<file path="config.mk">
export PLATFORM = sky130hd
export DESIGN_NAME = deadline_sorted_timer_queue_top
export DESIGN_NICKNAME = d
export VERILOG_FILES = /design/src/hw/rtl/dstq_pkg.sv /design/src/hw/rtl/deadline_sorted_timer_queue_top.sv /design/src/hw/rtl/dstq_ctrl.sv /design/src/hw/rtl/dstq_datapath.sv
export SDC_FILE = /design/constraint.sdc
export NUM_CORES = 2
export LEC_CHECK = 0
export ABC_CLOCK_PERIOD_IN_PS = 10800
export BUFFER_PORTS_ARGS = -buffer_cell sky130_fd_sc_hd__buf_4
export CORE_ASPECT_RATIO = 0.75
export CORE_MARGIN = 2
export CORE_UTILIZATION = 35
export DETAILED_ROUTE_END_ITERATION = 8
export PLACE_DENSITY = 0.51
export SYNTH_ARGS = -nofsm -noshare
export SYNTH_HDL_FRONTEND = slang
export SYNTH_SLANG_ARGS = --single-unit
</file>
<file path="constraint.sdc">
create_clock -name clk -period 10.8 [get_ports clk]
set_clock_uncertainty 0.2 [all_clocks]
set_input_delay 0.54 -clock clk [delete_from_list [all_inputs] [get_ports clk]]
set_output_delay 0.54 -clock clk [all_outputs]
set_load 0.05 [all_outputs]
</file>
<file path="src/hw/rtl/dstq_pkg.sv">
package dstq_pkg;

	localparam int ID_W      = 4;
	localparam int FIELD_W   = 48;
	localparam int MAX_FIRED = 16;
	localparam int FCNT_W    = 5;

	localparam logic [1:0] KIND_ABS  = 2'd0;
	localparam logic [1:0] KIND_REL  = 2'd1;
	localparam logic [1:0] KIND_TICK = 2'd2;

	typedef struct packed {
		logic [1:0]         kind;
		logic [ID_W-1:0]    task_id;
		logic [FIELD_W-1:0] time_value;
	} req_t;

	typedef struct packed {
		logic               fired_valid;
		logic [ID_W-1:0]    fired_task;
		logic               last;
		logic [FIELD_W-1:0] next_deadline;
		logic               queue_empty;
	} rsp_t;

	typedef enum logic [2:0] {
		ST_IDLE,
		ST_REMOVE,
		ST_INSERT,
		ST_ADVANCE,
		ST_POP,
		ST_EMIT
	} state_t;

	typedef struct packed {
		logic load;
		logic remove;
		logic insert;
		logic advance;
		logic pop;
		logic emit;
	} cmd_t;

	typedef struct packed {
		logic head_due;
		logic emit_last;
	} stat_t;

endpackage

</file>
<file path="src/hw/rtl/deadline_sorted_timer_queue_top.sv">
// channel   ports                       handshake
// request   start, busy, req            taken when start high and busy low
// result    result_valid, result        one-cycle strobe, no back-pressure
//
// schedule: capture, remove old entry, insert, result
// tick: capture, advance clock, pop due tasks, then a result per fired task; one pop per cycle
// kind three: capture, then a status result; the controller fsm sets all of these
// reset clears the entry count, clock and control; entries are not cleared
// results cannot be held off; each shows for exactly one cycle
module deadline_sorted_timer_queue_top #(
	parameter int QUEUE_DEPTH = 16,
	parameter int TIME_WIDTH  = 48
) (
	input  logic              clk,
	input  logic              arst_n,
	input  logic              start,
	output logic              busy,
	input  dstq_pkg::req_t    req,
	output logic              result_valid,
	output dstq_pkg::rsp_t    result
);

	dstq_pkg::cmd_t  cmd;
	dstq_pkg::stat_t stat;

	// sequencer
	dstq_ctrl u_ctrl (
		.clk    (clk),
		.arst_n (arst_n),
		.start  (start),
		.kind   (req.kind),
		.stat   (stat),
		.busy   (busy),
		.cmd    (cmd)
	);

	// queue, clock and result register
	dstq_datapath #(
		.QUEUE_DEPTH (QUEUE_DEPTH),
		.TIME_WIDTH  (TIME_WIDTH)
	) u_dp (
		.clk          (clk),
		.arst_n       (arst_n),
		.req          (req),
		.cmd          (cmd),
		.stat         (stat),
		.result_valid (result_valid),
		.result       (result)
	);

endmodule

</file>
<file path="src/hw/rtl/dstq_ctrl.sv">
module dstq_ctrl (
	input  logic              clk,
	input  logic              arst_n,
	input  logic              start,
	input  logic [1:0]        kind,
	input  dstq_pkg::stat_t   stat,
	output logic              busy,
	output dstq_pkg::cmd_t    cmd
);

	dstq_pkg::state_t state_q, state_d;

	// state register
	always_ff @(posedge clk or negedge arst_n) begin
		if (!arst_n) begin
			state_q <= dstq_pkg::ST_IDLE;
		end else begin
			state_q <= state_d;
		end
	end

	// next state and commands
	always_comb begin
		state_d = state_q;
		cmd     = '0;
		busy    = 1'b1;
		case (state_q)
			dstq_pkg::ST_IDLE: begin
				busy = 1'b0;
				if (start) begin
					cmd.load = 1'b1;
					if (kind == dstq_pkg::KIND_ABS || kind == dstq_pkg::KIND_REL) begin
						state_d = dstq_pkg::ST_REMOVE;
					end else if (kind == dstq_pkg::KIND_TICK) begin
						state_d = dstq_pkg::ST_ADVANCE;
					end else begin
						state_d = dstq_pkg::ST_EMIT;
					end
				end
			end
			dstq_pkg::ST_REMOVE: begin
				cmd.remove = 1'b1;
				state_d    = dstq_pkg::ST_INSERT;
			end
			dstq_pkg::ST_INSERT: begin
				cmd.insert = 1'b1;
				state_d    = dstq_pkg::ST_EMIT;
			end
			dstq_pkg::ST_ADVANCE: begin
				cmd.advance = 1'b1;
				state_d     = dstq_pkg::ST_POP;
			end
			dstq_pkg::ST_POP: begin
				if (stat.head_due) begin
					cmd.pop = 1'b1;
				end else begin
					state_d = dstq_pkg::ST_EMIT;
				end
			end
			dstq_pkg::ST_EMIT: begin
				cmd.emit = 1'b1;
				if (stat.emit_last) begin
					state_d = dstq_pkg::ST_IDLE;
				end
			end
			default: begin
				state_d = dstq_pkg::ST_IDLE;
			end
		endcase
	end

endmodule

</file>
<file path="src/hw/rtl/dstq_datapath.sv">
module dstq_datapath #(
	parameter int QUEUE_DEPTH = 16,
	parameter int TIME_WIDTH  = 48
) (
	input  logic              clk,
	input  logic              arst_n,
	input  dstq_pkg::req_t    req,
	input  dstq_pkg::cmd_t    cmd,
	output dstq_pkg::stat_t   stat,
	output logic              result_valid,
	output dstq_pkg::rsp_t    result
);

	localparam int CNT_W = $clog2(QUEUE_DEPTH + 1);
	localparam int ID_W  = dstq_pkg::ID_W;
	localparam int FW    = dstq_pkg::FIELD_W;
	localparam int FC_W  = dstq_pkg::FCNT_W;

	logic [TIME_WIDTH-1:0] dl_q [QUEUE_DEPTH];
	logic [ID_W-1:0]       id_q [QUEUE_DEPTH];
	logic [CNT_W-1:0]      count_q;
	logic [TIME_WIDTH-1:0] time_q;
	logic [1:0]            kind_q;
	logic [ID_W-1:0]       req_id_q;
	logic [TIME_WIDTH-1:0] req_tv_q;
	logic [TIME_WIDTH-1:0] sched_dl_q;
	logic [ID_W-1:0]       fired_q [dstq_pkg::MAX_FIRED];
	logic [FC_W-1:0]       fired_cnt_q;
	logic                  out_valid_q;
	dstq_pkg::rsp_t        out_q;

	logic [TIME_WIDTH+FW-1:0] tv_ext;
	logic [FW+TIME_WIDTH-1:0] head_ext;
	logic [TIME_WIDTH:0]      sum;
	logic [TIME_WIDTH-1:0]    sat_sum;
	logic [QUEUE_DEPTH-1:0]   valid, match, after, keep;
	logic                     any_match;
	logic                     acc;

	// input time resized to the clock width
	assign tv_ext   = {{TIME_WIDTH{1'b0}}, req.time_value};
	assign head_ext = {{FW{1'b0}}, dl_q[0]};

	// saturating add of clock and request time
	assign sum     = {1'b0, time_q} + {1'b0, req_tv_q};
	assign sat_sum = sum[TIME_WIDTH] ? {TIME_WIDTH{1'b1}} : sum[TIME_WIDTH-1:0];

	// per-entry match and order flags
	always_comb begin
		acc = 1'b0;
		for (int i = 0; i < QUEUE_DEPTH; i++) begin
			valid[i] = CNT_W'(i) < count_q;
			match[i] = valid[i] && (id_q[i] == req_id_q);
			acc      = acc | match[i];
			after[i] = acc;
			keep[i]  = valid[i] && (dl_q[i] <= sched_dl_q);
		end
		any_match = acc;
	end

	assign stat.head_due  = (count_q != '0) && (dl_q[0] <= time_q)
		&& (fired_cnt_q != FC_W'(dstq_pkg::MAX_FIRED));
	assign stat.emit_last = fired_cnt_q <= FC_W'(1);

	// queue cells
	always_ff @(posedge clk) begin
		for (int i = 0; i < QUEUE_DEPTH; i++) begin
			if (cmd.remove && after[i] && i < QUEUE_DEPTH - 1) begin
				dl_q[i] <= dl_q[(i + 1) % QUEUE_DEPTH];
				id_q[i] <= id_q[(i + 1) % QUEUE_DEPTH];
			end else if (cmd.pop && i < QUEUE_DEPTH - 1) begin
				dl_q[i] <= dl_q[(i + 1) % QUEUE_DEPTH];
				id_q[i] <= id_q[(i + 1) % QUEUE_DEPTH];
			end else if (cmd.insert && count_q < CNT_W'(QUEUE_DEPTH) && !keep[i]) begin
				if (i == 0 || keep[(i + QUEUE_DEPTH - 1) % QUEUE_DEPTH]) begin
					dl_q[i] <= sched_dl_q;
					id_q[i] <= req_id_q;
				end else begin
					dl_q[i] <= dl_q[(i + QUEUE_DEPTH - 1) % QUEUE_DEPTH];
					id_q[i] <= id_q[(i + QUEUE_DEPTH - 1) % QUEUE_DEPTH];
				end
			end
		end
	end

	// request capture and deadline
	always_ff @(posedge clk) begin
		if (cmd.load) begin
			kind_q   <= req.kind;
			req_id_q <= req.task_id;
			req_tv_q <= tv_ext[TIME_WIDTH-1:0];
		end
		if (cmd.remove) begin
			sched_dl_q <= (kind_q == dstq_pkg::KIND_REL) ? sat_sum : req_tv_q;
		end
	end

	// fired id buffer, read at the head
	always_ff @(posedge clk) begin
		if (cmd.pop) begin
			fired_q[fired_cnt_q[FC_W-2:0]] <= id_q[0];
		end else if (cmd.emit) begin
			for (int i = 0; i < dstq_pkg::MAX_FIRED - 1; i++) begin
				fired_q[i] <= fired_q[i + 1];
			end
		end
	end

	// count, clock and fired count
	always_ff @(posedge clk or negedge arst_n) begin
		if (!arst_n) begin
			count_q     <= '0;
			time_q      <= '0;
			fired_cnt_q <= '0;
			out_valid_q <= 1'b0;
		end else begin
			out_valid_q <= cmd.emit;
			if (cmd.remove && any_match) begin
				count_q <= count_q - CNT_W'(1);
			end else if (cmd.insert && count_q < CNT_W'(QUEUE_DEPTH)) begin
				count_q <= count_q + CNT_W'(1);
			end else if (cmd.pop) begin
				count_q <= count_q - CNT_W'(1);
			end
			if (cmd.advance) begin
				time_q <= sat_sum;
			end
			if (cmd.load) begin
				fired_cnt_q <= '0;
			end else if (cmd.pop) begin
				fired_cnt_q <= fired_cnt_q + FC_W'(1);
			end else if (cmd.emit && fired_cnt_q != '0) begin
				fired_cnt_q <= fired_cnt_q - FC_W'(1);
			end
		end
	end

	// result register
	always_ff @(posedge clk) begin
		if (cmd.emit) begin
			out_q.fired_valid   <= fired_cnt_q != '0;
			out_q.fired_task    <= (fired_cnt_q != '0) ? fired_q[0] : '0;
			out_q.last          <= fired_cnt_q <= FC_W'(1);
			out_q.next_deadline <= (count_q != '0) ? head_ext[FW-1:0] : '0;
			out_q.queue_empty   <= count_q == '0;
		end
	end

	assign result_valid = out_valid_q;
	assign result       = out_q;

endmodule

</file>
======== Word-level counts from Yosys, hierarchy flattened ========
Memories as Yosys holds them, arrays and structs flattened. A register that Yosys moved wholly into a read port is not among the register bits.
Cells that the tools add are included.
storage, ports and cells
  memories ................................ 3
  logic and storage cells ................. 615
  RAM bits ................................ 896
  bits in registers ....................... 215
memories
  memory        depth  width  read ports  clocked after Yosys merged registers in  wr ports  line                 source
  u_dp.dl_q     16     48     16          0                                        16        dstq_datapath.sv:19  logic [TIME_WIDTH-1:0] dl_q [QUEUE_DEPTH];
  u_dp.fired_q  16     4      16          1                                        15        dstq_datapath.sv:27  logic [ID_W-1:0] fired_q [dstq_pkg::MAX_FIRED];
  u_dp.id_q     16     4      16          0                                        16        dstq_datapath.sv:20  logic [ID_W-1:0] id_q [QUEUE_DEPTH];
cells by class
  reduce and logical (&&, ||, !) cells .... 95
  add/subtract/negate cells ............... 5
  equality and inequality tests ........... 28
  bitwise gates (word level) .............. 105
  muxes and demuxes ....................... 331
  magnitude comparators ................... 35
operators with widths
  cell                 count
  $mux 48              47
  $le 48x48->1         17
  $mux 1               225
  $mux 4               47
  $or 1x1->1           105
  $logic_and 1x1->1    68
  $eq 4x4->1           16
  $add 48x48->49       1
  $lt 4x5->1 const A   8
  $mux 5               6
  $lt 3x5->1 const A   4
  $pmux 3 s6           1
  $logic_not 1->1      17
  $mux 3               5
  $add 5x1->5 const B  2
  $lt 1x5->1 const A   2
  $lt 2x5->1 const A   2
  $reduce_bool 5->1    2
  $sub 5x1->5 const B  2
  $eq 3x2->1 const B   2
  $eq 3x3->1 const B   2
  $ne 2x2->1 const B   3
  $reduce_bool 3->1    2
  $le 5x1->1 const B   1
  other kinds (11)     12

======== Longest topological paths before layout ========
An unclocked memory read counts as a cell.
  depth in word-level cells ............... 23
  gate-level depth with buffers ........... 18
  mapped depth without buffers ............ 13

======== Hierarchy ========
A second synthesis with hierarchy kept.
second synthesis, totals
  cells, all modules ...................... 6764
  area, all modules ....................... 74064.8 µm²
by module, submodules not included
  module         area an instance (µm²)  times used  cells each  sequential area each (µm²)
  dstq_datapath  73867.1                 1           6743        33096.7
  dstq_ctrl      197.7                   1           21          75.1

======== Worst setup path before layout ========
Ideal clock, no wire load.
  path type ............................... flip-flop to flip-flop
  from .................................... reg u_dp.sched_dl_q[43]
  to ...................................... mem u_dp.dl_q[4][0] (enable)
  period minus slack after synthesis ...... 6320 ps
  arrival ................................. 5636 ps
  setup time .............................. 485 ps
  cell stages (with the launch flop) ...... 14
  buffers on the path ..................... 4
  data required time ...................... 10115 ps
  slack ................................... 4480 ps
  cell sequence ........................... edfxtp_1 -> clkbuf_1 -> clkbuf_1 -> inv_1 -> ha_1 -> nand4_1 -> nor4_1 -> nand2_1 -> a21oi_1 -> a2111oi_4 -> or2_1 -> buf_2 -> buf_4 -> o221ai_1
RTL lines
  element                   line                 source
  start: declaration        dstq_datapath.sv:26  logic [TIME_WIDTH-1:0] sched_dl_q;
  start signal: assignment  dstq_datapath.sv:94  sched_dl_q <= (kind_q == dstq_pkg::KIND_REL) ? sat_sum : req_tv_q;
  end: declaration          dstq_datapath.sv:19

==> metrics.yaml <==
finish:
  n_fill_cell: 20200
  syn_to_final_growth_pct: 12.2
  nets: 7824
  drive_gt1_frac: 0.104
  fin_area_um2: 82700
floorplan:
  core-area_um2: 209000
  start_util: 0.353
  ioPinCount: 114
  die_h_um: 401
  die_w_um: 534
  num_rows: 145
  dieArea_um2: 214000
global_route:
  grt_pass1_vias: 54800
  antenna_found_initial: 0
  grt_max_degree: 107
  grt_pass1_wl_mm: 368
  track_usage: 0.226
  gr-total-overflow: 0
yosys:
  synthTopCellsByCount: "1053 x edfxtp_1, 824 x ha_1, 608 x o21ai_0, 576 x mux2i_1, 496 x a21oi_1"
  synth.distinct_cells: 82
  ys.flop_type: "edfxtp_1"
  syn_avg_cell_area_um2: 10.6
  synth_area_um2: 73700
  synth_edf_count: 1053
  synth_largest_area_cell: "edfxtp_1"
  ys_seq_elements: 1115
  synth.area.top_cells: "edfxtp_1 43%, ha_1 14%, mux2i_1 7.8%"
  synthMuxAreaShare: 0.110
  yosysTopAreaCellShare: 0.429
  synth_cells: 6929
  synthMostInstantiatedCell: "edfxtp_1"
  synth-compound-area-share: 0.150
  yosys.area_share.xor_xnor: 0.0130
  synth_top_family_by_area: "compound AO/OA/AOI/OAI gates"
  ys.warnings.count: 0
  synthAdderAreaFrac: 0.140
  yosysSeqAreaShare: 0.450
  synthSimpleGateAreaFrac: 0.102
  syn-num-nets: 7811
  async_flop_share: 0.0556
routing:
  wl_mm: 248
  dr_total_vias: 56700
  antenna_left: 0
  met2WireLength_mm: 102
  drtIter0Drc: 5773
  wl_met1_mm: 121
  via_per_inst: 5.76
  dr.pass1.iters: 6
  top_layer: "met4"
  drc: 0
  route.met3.wl_mm: 18.9
  wl_per_cell_um: 25.2
timing:
  fmax_ghz: 0.157
  finalSetupViolCount: 0
  whs_ps: 206
  max_slew_margin: 0.0365
  maxSlewViolCount: 0
  fin_crit_ps: 6370
  tns_ps: 0
  worstMarginPinSlew_ps: 1440
  rsz0062_at_grt: "false"
  post-route-period-util: 0.590
  final-hold-violation-count: 0
clock_tree:
  root_buffer: "clkbuf_16"
  cts_resized: 0
  cts_sinks: 1115
  clockBufferDepth: 3
  post-cts-setup-buffer-count: 0
  clk-insertion-delay-late_ps: 800
  htreeDepth: 4
  clk_pin_slew_ps: 60
  cts_buffers: 133
  cts_tree: "built"
worst_setup_path:
  required_ps: 11030
  critPathLaunchType: "flop"
  criticalPathCategory: "reg -> reg"
  cp.arrival_ps: 6590
  cp-end-kind: "flop"
  cp_max_fo: 53
place:
  hpwlAfterDp_mm: 181
  portBuffers: 113
  placed_area_um2: 77800
  place.gp.congestion: 0.919
run_status:
  status: "finished clean"
hold_path:
  hp-class: "in -> async"
run:
  drv_cap: 0
-- cell usage in the layout (no fill, tap or decap), drive strengths merged, types with 106 or more instances in the layout --
| cell | instances |
|---|---|
| nand4 | 184 |
| a31oi | 119 |
| a21oi | 498 |
| a21o | 343 |
| mux2 | 210 |
| mux2i | 576 |
| nand3 | 120 |
| nand2 | 447 |
| ha | 824 |
| inv | 168 |
| edfxtp | 1053 |
| buf | 285 |
| o21ai | 655 |
| nor2 | 492 |
| nor2b | 106 |
| clkbuf | 163 |
-- metal layers --
layer  up-vias  GRT usage
met4         0     0.0592
met5         -          0
li1      26200          -
met3       294     0.0367
met1     28000      0.347
met2      2139      0.323
-- path summary, 6_finish.rpt --
kind                            slack (ps)                          start                           to  depth (start not counted)
worst max-delay path                  4430  u_dp.sched_dl_q[44]$_DFFE_PP_   u_dp.dl_q[5][14]$_DFFE_PP_                         15
max in group asynchronous             8860                         arst_n  u_dp.count_q[3]$_DFFE_PN0P_                          3
worst min register to register         320    u_dp.time_q[15]$_DFFE_PN0P_  u_dp.time_q[15]$_DFFE_PN0P_                          2
worst max register to register        4430  u_dp.sched_dl_q[44]$_DFFE_PP_   u_dp.dl_q[5][14]$_DFFE_PP_                         15
worst min-delay path                   210                         arst_n  u_dp.time_q[45]$_DFFE_PN0P_                          3
min in group clk                       250                        req[46]  u_dp.req_tv_q[46]$_DFFE_PP_                          2
-- sequential cells by signal, indices dropped and copies added, names as in the netlist --
signal / flops
u_dp.dl_q: 768
u_dp.fired_q: 64
u_dp.id_q: 64
u_dp.result: 55
u_dp.req_tv_q: 48
u_dp.sched_dl_q: 48
u_dp.time_q: 48
u_dp.count_q: 5
u_dp.fired_cnt_q: 5
u_dp.req_id_q: 4
u_ctrl.state_q: 3
u_dp.kind_q: 2
u_dp.result_valid: 1
-- critical path, stage by stage (launching register included) --
cell and delay, ps:
edfxtp_1 860, inv_1 120, buf_4 260, ha_1 330
nand4_1 90, or3_1 410, nor4_1 850, nand4_1 290
a311oi_1 280, a211o_1 180, o41ai_4 80, buf_4 300
or2_1 270, buf_4 280, o211ai_1 430, buf_4 590
-- repair_timing --
item                                    CTS  global route
endpoints found under the setup margin    0             0
hold endpoints to repair                119             0
hold buffers                             57             0
-- logic make-up after synthesis --
kind of cell               Yosys count
AOI/OAI and AO/OA                 1867
xor gates and xnor gates           109
DFF                               1115
buffers and inverters              625
and+or+nand+nor                   1602
muxes                              786
adders and majority gates          825
-- through the flow --
| step | instances | worst slack, ps | util |
|---|---|---|---|
| global placement | 9543 | 4490 | 0.372 |
| detailed placement | 9543 | 4470 | 0.372 |
| CTS | 9846 | 4450 | 0.396 |
| global route | 9846 | 4180 | 0.396 |
| floorplan | 6929 | 4480 | - |
| finish | 9849 | 4430 | 0.396 |
-- final cells by class --
| cell class | instances | area (um2) | share of cell area |
|---|---|---|---|
| multi-input cells | 5189 | 38300 | 0.464 |
| flip-flops and latches | 1115 | 33200 | 0.401 |
| well taps | 2793 | 3490 | 0.0423 |
| clock buffers | 163 | 3440 | 0.0416 |
| repair buffers | 342 | 2720 | 0.0329 |
| clock inverters | 83 | 892 | 0.0108 |
| inverters | 161 | 611 | 0.00739 |
| diodes | 3 | 7.51 | 0.0000908 |
Power is left out: the tool's default activity adds up to more than one toggle a clock period on the data nets, which glitch-free logic cannot reach.
